$ cat config.mk
export PLATFORM = sky130hd
export DESIGN_NAME = echo_window_sampler
export DESIGN_NICKNAME = d
export VERILOG_FILES = /design/src/rtl/core/ews_pkg.sv /design/src/rtl/core/ews_trigger.sv /design/src/rtl/core/ews_window.sv /design/src/rtl/core/echo_window_sampler.sv
export SDC_FILE = /design/constraint.sdc
export NUM_CORES = 1
export LEC_CHECK = 0
export BUFFER_PORTS_ARGS = -buffer_cell sky130_fd_sc_hd__buf_4
export CAP_MARGIN = 40
export CORE_MARGIN = 3
export CORE_UTILIZATION = 51
export DETAILED_ROUTE_END_ITERATION = 6
export PLACE_DENSITY = 0.71
export SYNTH_ARGS = -nofsm -noshare
export SYNTH_HDL_FRONTEND = slang
export SYNTH_SLANG_ARGS = --single-unit
$ cat constraint.sdc
create_clock -name i_clk -period 3.1 [get_ports i_clk]
set_clock_uncertainty 0.1 [all_clocks]
set_input_delay 0.62 -clock i_clk [delete_from_list [all_inputs] [get_ports i_clk]]
set_output_delay 0.62 -clock i_clk [all_outputs]
set_load 0.005 [all_outputs]
$ cat src/rtl/core/ews_pkg.sv
// Shared types, constants and register codes for the echo window sampler.
// No dependencies; used by every module under rtl/core.
package ews_pkg;

    localparam int NUM_SENSORS = 4;
    localparam int COUNT_W     = 6;
    localparam int PERIOD_W    = 8;
    localparam int CFG_DATA_W  = 8;
    localparam int S_TDATA_W   = 8;
    localparam int M_TDATA_W   = 32;

    typedef logic [COUNT_W-1:0]                   t_count;
    typedef logic [PERIOD_W-1:0]                  t_period;
    typedef logic [NUM_SENSORS-1:0][COUNT_W-1:0]  t_counts;

    // Register indices on the configuration channel
    localparam logic CFG_PERIOD = 1'b0;
    localparam logic CFG_LENGTH = 1'b1;

    // Word kinds carried in tuser
    localparam logic MODE_TRIGGER = 1'b0;
    localparam logic MODE_SAMPLE  = 1'b1;

    localparam t_period PERIOD_RESET  = 8'd10;
    localparam t_count  LENGTH_RESET  = 6'd30;
    localparam t_count  LATCHED_RESET = 6'd30;
    localparam t_count  COUNT_MAX     = 6'd63;

    // Trigger side to window side
    typedef struct packed {
        logic pin;       // trigger pin level after this word
        logic open_req;  // a pending start opens the window on this word
    } t_trig_status;

    // Window side result, next-state values for this word
    typedef struct packed {
        logic    open;
        logic    done;
        t_counts counts;
    } t_win_status;

endpackage

$ cat src/rtl/core/ews_trigger.sv
// Trigger divider, trigger pin and pending window start.
// Depends on ews_pkg.
module ews_trigger (
    input  logic                  i_clk,
    input  logic                  i_rst_n,
    input  logic                  i_accept,
    input  logic                  i_mode,
    input  ews_pkg::t_period      i_period,
    output ews_pkg::t_trig_status o_status
);

    ews_pkg::t_period r_div, n_div;
    logic             r_pin, n_pin;
    logic             r_pending, n_pending;
    logic             w_open_req;

    // Divider compare and next state on a trigger tick
    always_comb begin
        n_div      = r_div;
        n_pin      = r_pin;
        n_pending  = r_pending;
        w_open_req = 1'b0;
        if (i_accept && i_mode == ews_pkg::MODE_TRIGGER) begin
            if (r_div == i_period) begin
                n_pin     = 1'b1;
                n_div     = '0;
                n_pending = 1'b1;
            end else begin
                w_open_req = r_pending;
                n_pending  = 1'b0;
                n_pin      = 1'b0;
                n_div      = r_div + 8'd1;
            end
        end
    end

    always_ff @(posedge i_clk) begin
        if (!i_rst_n) begin
            r_div     <= '0;
            r_pin     <= 1'b0;
            r_pending <= 1'b0;
        end else begin
            r_div     <= n_div;
            r_pin     <= n_pin;
            r_pending <= n_pending;
        end
    end

    assign o_status.pin      = n_pin;
    assign o_status.open_req = w_open_req;

endmodule

$ cat src/rtl/core/ews_window.sv
// Echo sampling window: sample counter, running and latched sensor counts.
// Depends on ews_pkg.
module ews_window (
    input  logic                          i_clk,
    input  logic                          i_rst_n,
    input  logic                          i_accept,
    input  logic                          i_mode,
    input  logic [ews_pkg::NUM_SENSORS-1:0] i_echo,
    input  ews_pkg::t_count               i_length,
    input  ews_pkg::t_trig_status         i_trig,
    output ews_pkg::t_win_status          o_status
);

    logic             r_active, n_active;
    ews_pkg::t_count  r_cnt, n_cnt;
    ews_pkg::t_counts r_run, n_run;
    ews_pkg::t_counts r_latched, n_latched;
    logic             w_done;

    // Window open on trigger start, counting and latching on sample ticks
    always_comb begin
        n_active  = r_active;
        n_cnt     = r_cnt;
        n_run     = r_run;
        n_latched = r_latched;
        w_done    = 1'b0;
        if (i_accept && i_mode == ews_pkg::MODE_TRIGGER) begin
            if (i_trig.open_req) begin
                n_active = 1'b1;
            end
        end else if (i_accept && r_active) begin
            n_cnt = r_cnt + 6'd1;
            for (int i = 0; i < ews_pkg::NUM_SENSORS; i++) begin
                if (i_echo[i] && r_run[i] != ews_pkg::COUNT_MAX) begin
                    n_run[i] = r_run[i] + 6'd1;
                end
            end
            if (n_cnt == i_length) begin
                n_latched = n_run;
                n_run     = '0;
                n_cnt     = '0;
                n_active  = 1'b0;
                w_done    = 1'b1;
            end
        end
    end

    always_ff @(posedge i_clk) begin
        if (!i_rst_n) begin
            r_active  <= 1'b0;
            r_cnt     <= '0;
            r_run     <= '0;
            r_latched <= {ews_pkg::NUM_SENSORS{ews_pkg::LATCHED_RESET}};
        end else begin
            r_active  <= n_active;
            r_cnt     <= n_cnt;
            r_run     <= n_run;
            r_latched <= n_latched;
        end
    end

    assign o_status.open   = n_active;
    assign o_status.done   = w_done;
    assign o_status.counts = n_latched;

    // Sample counter only moves inside an open window
    a_cnt_needs_window: assert property (@(posedge i_clk) disable iff (!i_rst_n)
        r_cnt != '0 |-> r_active)
        else $error("sample counter nonzero with window closed");

    // Running counts are cleared whenever the window is closed
    a_run_clear: assert property (@(posedge i_clk) disable iff (!i_rst_n)
        !r_active |-> r_run == '0)
        else $error("running counts left over after window closed");

    // A closing sample leaves the window shut
    a_done_closes: assert property (@(posedge i_clk) disable iff (!i_rst_n)
        w_done |=> !r_active && r_cnt == '0)
        else $error("window still open after round done");

endmodule

$ cat src/rtl/core/echo_window_sampler.sv
// A result word is valid in the cycle after its input word is accepted.
// Throughput: one word per cycle; the trigger and window state update on each
// accepted word and the output register takes a new word whenever it is empty
// or being drained. Synchronous active-low reset clears all state except the
// output payload, setting latched counts to 30, period to 10 and window length to 30. Depends on ews_pkg.
module echo_window_sampler (
    input  logic                           i_clk,
    input  logic                           i_rst_n,
    // Input word stream
    input  logic                           i_s_tvalid,
    output logic                           o_s_tready,
    input  logic [ews_pkg::S_TDATA_W-1:0]  i_s_tdata,  // front, left, right, down echo, 0 pad
    input  logic                           i_s_tuser,  // mode
    // Result word stream
    output logic                           o_m_tvalid,
    input  logic                           i_m_tready,
    output logic [ews_pkg::M_TDATA_W-1:0]  o_m_tdata,  // trigger_level, window_open,
                                                       // round_done, front, left, right,
                                                       // down counts, 0 pad
    // Configuration writes
    input  logic                           i_cfg_valid,
    output logic                           o_cfg_ready,
    input  logic                           i_cfg_index,
    input  logic [ews_pkg::CFG_DATA_W-1:0] i_cfg_data
);

    ews_pkg::t_period      r_period;
    ews_pkg::t_count       r_length;
    logic                  r_out_valid;
    logic [ews_pkg::M_TDATA_W-1:0] r_out_data;
    logic                  w_accept;
    ews_pkg::t_trig_status w_trig;
    ews_pkg::t_win_status  w_win;

    assign o_cfg_ready = 1'b1;
    assign o_s_tready  = !r_out_valid || i_m_tready;
    assign w_accept    = i_s_tvalid && o_s_tready;

    // Configuration registers
    always_ff @(posedge i_clk) begin
        if (!i_rst_n) begin
            r_period <= ews_pkg::PERIOD_RESET;
            r_length <= ews_pkg::LENGTH_RESET;
        end else if (i_cfg_valid) begin
            unique case (i_cfg_index)
                ews_pkg::CFG_PERIOD: r_period <= i_cfg_data;
                ews_pkg::CFG_LENGTH: r_length <= i_cfg_data[ews_pkg::COUNT_W-1:0];
                default: ;
            endcase
        end
    end

    ews_trigger u_trigger (
        .i_clk    (i_clk),
        .i_rst_n  (i_rst_n),
        .i_accept (w_accept),
        .i_mode   (i_s_tuser),
        .i_period (r_period),
        .o_status (w_trig)
    );

    ews_window u_window (
        .i_clk    (i_clk),
        .i_rst_n  (i_rst_n),
        .i_accept (w_accept),
        .i_mode   (i_s_tuser),
        .i_echo   (i_s_tdata[ews_pkg::NUM_SENSORS-1:0]),
        .i_length (r_length),
        .i_trig   (w_trig),
        .o_status (w_win)
    );

    // Output register valid flag
    always_ff @(posedge i_clk) begin
        if (!i_rst_n) begin
            r_out_valid <= 1'b0;
        end else if (o_s_tready) begin
            r_out_valid <= i_s_tvalid;
        end
    end

    // Output payload, packed low field first
    always_ff @(posedge i_clk) begin
        if (w_accept) begin
            r_out_data <= {5'd0,
                           w_win.counts[3], w_win.counts[2],
                           w_win.counts[1], w_win.counts[0],
                           w_win.done, w_win.open, w_trig.pin};
        end
    end

    assign o_m_tvalid = r_out_valid;
    assign o_m_tdata  = r_out_data;

endmodule
Word-level counts from Yosys, hierarchy flattened

Index checks and enable logic that the tools add are counted.

Multiplexer cells: 19
Bitwise logic cells: 4
Equal/unequal tests: 6
Add/subtract/negate cells: 6
Reduce and logical (&&, ||, !) cells: 13

Operators with widths:

| cell                                                          | count |
|---|---|
| 24-bit 2-to-1 mux                                             | 4 |
| 6-bit by 1-bit adder with 6-bit output, second input constant | 5 |
| 6-bit 2-to-1 mux                                              | 5 |
| 6-bit inequality test, second input constant                  | 4 |
| 1-bit 2-to-1 mux                                              | 9 |
| 8-bit by 1-bit adder with 8-bit output, second input constant | 1 |
| 8-bit == test                                                 | 1 |
| 8-bit 2-to-1 mux                                              | 1 |
| 1-bit logical AND                                             | 7 |
| 6-bit == test                                                 | 1 |
| 2-bit AND reduction                                           | 3 |
| 1-bit NOT                                                     | 4 |
| 2-bit OR reduction                                            | 1 |
| 1-bit zero test                                               | 1 |
| 1-bit logical OR                                              | 1 |

Input port bits: 23
Output and inout bits: 35
Flip-flop bits (word level): 107
Word-level logic and storage cells: 66

Depth between registers and ports, before layout

Depth after elaboration: 7
Gate-level depth with buffers: 8
Gate-level depth less buffers: 6

Hierarchy

A second synthesis with hierarchy kept.

Cells, all modules: 518
Area total of the unflattened synthesis: 5018.6 um^2

Modules (own cells, without submodules):

| module              | cells an instance | seq. area each (um^2) | area an instance (um^2) | times used |
|---|---|---|---|---|
| ews_window          | 356               | 1101.1                | 2976.6                  | 1 |
| echo_window_sampler | 101               | 1111.1                | 1485.2                  | 1 |
| ews_trigger         | 61                | 200.2                 | 556.8                   | 1 |

Worst setup path after synthesis

Ideal clock, no wire load.

Path type: input -> register
Start point: in i_m_tready
End point: reg r_out_data (netlist bit o_m_tdata[15]), data pin
Setup slack: 927 ps
Arrival: 1808 ps
Library setup time: 265 ps
Buffers on the path: 2
Data required time: 2735 ps
Cell stages on the path: 7
Cells stage by stage: nand2b_1 and4_1 buf_2 o21ai_1 clkbuf_1 nor4_1 nor2_1

RTL lines:

| what                   | RTL line                  | text |
|---|---|---|
| start: declaration     | echo_window_sampler.sv:16 | `input logic i_m_tready,` |
| end signal: assignment | echo_window_sampler.sv:85 | `r_out_data <= {5'd0,` |
| end: declaration       | echo_window_sampler.sv:30 | `logic [ews_pkg::M_TDATA_W-1:0] r_out_data;` |

==> results.toml <==
[power]
worst_ir_drop_vdd_mv = 0.274
power_per_cell_area_nw_per_um2 = 437
leakage_nw = 2.10

[run_status]
run_status = "completed"

[sta]
final-max-slew-violation-count = 0
timing.final.crit_share_pct = 82.2
finalSetupViolCount = 0
finalCriticalPeriod_ns = 2.55
maxSlewHeadroom_pct = 59.4
fmax_mhz = 392
worst-slew-pin-transition_ns = 0.608
rsz0062_at_grt = "false"
report.final.hold_viol_count = 0
setup_tns_ns = 0

[final_layout]
nFillCells = 840
area_taken_by_multi_input_logic_gates_um2 = 2360
antenna-diode-count = 0
final_common_cell = "dfxtp_1"
layout.nets = 612
design_area_um2 = 5650
stdcell_count = 717
layout.cells.most_common_list = "dfxtp_1, nand2_1, buf_4"
drive_above_1_share_pct = 13.6
synthToLayoutAreaGrowth_pct = 12.4
sequential_cell_area_um2 = 2410

[synth]
compound_gate_portion_of_the_synthesized_area_pct = 19.8
synth-seq-area-share_pct = 48.0
post_synth_fa_ha_maj_area_fraction_pct = 1.49
synth-async-reset-ratio_pct = 0
number_of_synthesis_warnings = 0
post_synth_inst_count = 551
synth_area_um2 = 5030
post_synth_xor_area_fraction_pct = 3.83
synth_simple_gate_area_share_pct = 20.4
ys_ff_latch = 107
synthFlopType = "dfxtp_1"
synth-edff-count = 27
muxShareOfSynthArea_pct = 0.995
ys_types = 52
post_synth.cell_area_avg_um2 = 9.13
dominant_combinational_cell_family_by_area_after_synthesis = "simple AND/OR/NAND/NOR gates"

[routing]
firstDrtPassIters = 5
initialDrtViolationCount = 221
vias_per_cell = 5.75
antenna_violating_nets_post_route = 0
drt-total-wl_mm = 10.6
remaining_drc_errors = 0
overall_via_count_from_detail_route = 4126
wl_per_cell_um = 14.8

[worst_setup_path]
crit_path_frequent_cell = "buf_4"
reg2reg_to = "o_m_tdata[23]"
element_type_at_the_critical_path_end = "register"
critPathArrivalTime_ns = 2.57
critical_path.top_delay_family = "compound AO/OA/AOI/OAI gates"
path_class = "register to register"
setup.worst_path.start_class = "register"
rrSetupSlack_ns = 0.55
critical_path_required_ns = 3.12
regToRegStartpoint = "u_window.r_cnt[0]"
worst-path-max-fanout = 28
buffers_plus_inverters_on_the_worst_setup_path = 2
r2r_cells = 8
path_cells = "ha_1 -> and3b_1 -> o221a_1 -> o2111ai_2 -> buf_4 -> nor2_2 -> buf_4 -> a22o_1"
critPathMaxStageDelay_ns = 0.37
worst_path_max_delay_cell = "dfxtp_1"

[global_route]
pin_count_of_the_biggest_net_entering_global_routing = 61
grt.met2_usage_pct = 34.7
grtUsageMet3_pct = 4.72
top_usage_layer = "met2"
grt_util_all_layers_pct = 19.7
globalRouteMet1Util_pct = 24.0
grt.overflow.total = 0
global_route_wire_length_before_repair_mm = 18.2
grt_pass1_vias = 4005
antenna_violations_before_repair = 0

[clock_network]
worst_skew_pair.late_latency_ns = 0.37
tritoncts = "yes"
tritoncts.num_buffers = 9
cts_hold_repair.buffers = 0
cts.reportedPaths.clkPinSlew_ns = 0.10
root_buffer = "clkbuf_8"
post_cts_buffers = 0
cts.sinks = 107
cts_max_level = 3
max-clock-path-buffers = 2
quantity_of_gates_resized_following_cts = 0

[placed_design]
inst_count_dp = 701
area_post_placement_um2 = 5440
port_buffers = 47
dpl.hpwl_mm = 7.18
gpl.final_weighted_congestion = 0.838

[floorplan]
die_h_um = 105
core_area_um2 = 9420
initial_utilization_pct = 53.4
placement_rows = 35
die_area_um2 = 11100
floorplan.io_pins = 58
floorplan.die.width_um = 105

[min_path]
timing.hold.worst.start = "i_cfg_data[1]"
worst_hold_class = "primary input to register"
whs_endpoint = "r_period[1]"
hold_depth = 3

[job]
maxCapViolations = 0
## worst reg2reg max path, cell delays in order (launching register included)
cell and delay (ns):
dfxtp_1 0.37, ha_1 0.29, and3b_1 0.20, o221a_1 0.29, o2111ai_2 0.22, buf_4 0.33, nor2_2 0.06, buf_4 0.22
a22o_1 0.23
## cells in the mapped netlist (5+ instances only)
| library cell | n | share of area [%] |
|---|---|---|
| and4_1 | 5 | 0.87 |
| o21ai_0 | 25 | 2.5 |
| o211ai_1 | 5 | 0.75 |
| nand3_1 | 20 | 2.0 |
| and2_1 | 18 | 2.2 |
| nor4_1 | 11 | 1.4 |
| a22o_1 | 13 | 2.3 |
| clkbuf_1 | 23 | 1.7 |
| buf_4 | 11 | 1.6 |
| nand2_1 | 66 | 4.9 |
| nand4_1 | 12 | 1.5 |
| o21a_1 | 5 | 0.75 |
| nor2_1 | 28 | 2.1 |
| edfxtp_1 | 27 | 16 |
| a21oi_1 | 53 | 5.3 |
| inv_1 | 11 | 0.82 |
| o21ai_1 | 5 | 0.50 |
| a311oi_1 | 5 | 0.87 |
| nor3_1 | 19 | 1.9 |
| o22ai_1 | 10 | 1.2 |
| a211oi_1 | 7 | 1.0 |
| a221o_1 | 12 | 2.4 |
| mux2i_1 | 5 | 1.0 |
| and3_1 | 8 | 1.0 |
| ha_1 | 6 | 1.5 |
| dfxtp_1 | 80 | 32 |
| xor2_1 | 18 | 3.1 |
## area by class of cell
class,instances,share of cell area [%]
multi-input cells,396,41.8
clock buffers,14,3.45
well taps,129,2.85
clock inverters,2,0.266
inverters,11,0.730
flip-flops and latches,107,42.7
repair buffers,58,8.28
## cell families after synthesis
logic type	after synthesis
other	2
buffers and inverters	52
xor gates and xnor gates	22
and+or+nand+nor	204
adders and majority gates	6
AOI/OAI and AO/OA	153
muxes	5
DFF	107
## layer usage
| metal | vias up | share of wire (%) |
|---|---|---|
| met3 | 8 | 4.5 |
| met5 | - | 0 |
| met2 | 75 | 51 |
| met4 | 0 | 0.82 |
| met1 | 1978 | 44 |
| li1 | 2065 | - |
## metrics by stage
| step | power (mW) | utilization [%] | setup WS, ns | hold slack (ns) |
|---|---|---|---|---|
| 2_1_floorplan | 1.57 | - | 0.927 | 0.348 |
| 3_3_place_gp | 1.62 | 57.6 | 0.490 | 0.358 |
| 3_5_place_dp | 1.62 | 57.8 | 0.569 | 0.360 |
| 4_1_cts | 2.49 | 60.1 | 0.557 | 0.360 |
| 5_1_grt | 2.56 | 60.1 | 0.335 | 0.365 |
| 6_report | 2.47 | 60.1 | 0.551 | 0.371 |
## flip-flops by register name (all words and copies together), names as in the netlist
signal	cells
r_period	8
u_window.r_run	24
u_window.r_latched	24
r_length	6
o_m_tvalid	1
u_trigger.r_pin	1
u_trigger.r_div	8
u_window.r_cnt	6
u_window.r_active	1
u_trigger.r_pending	1
o_m_tdata	27
## how the worst max path moves through the flow
stage	from	end	slack, ns	depth (start not counted)
after floorplan	i_m_tready	o_m_tdata[15]	0.93	7
after CTS	u_window.r_cnt[0]	o_m_tdata[23]	0.56	6
final	u_window.r_cnt[0]	o_m_tdata[23]	0.55	8
after detailed placement	u_window.r_cnt[0]	o_m_tdata[23]	0.57	6
after global placement	u_window.r_cnt[2]	o_m_tdata[23]	0.49	6
after global routing	u_window.r_cnt[0]	o_m_tdata[16]	0.34	6
## power by group
| part | total [mW] | internal (mW) | switching (mW) |
|---|---|---|---|
| combinational | 0.131 | 0.0523 | 0.0789 |
| clock | 0.879 | 0.416 | 0.464 |
| sequential | 1.46 | 1.45 | 0.0125 |
| total | 2.47 | 1.91 | 0.555 |
(Power assumes the default switching activity.)
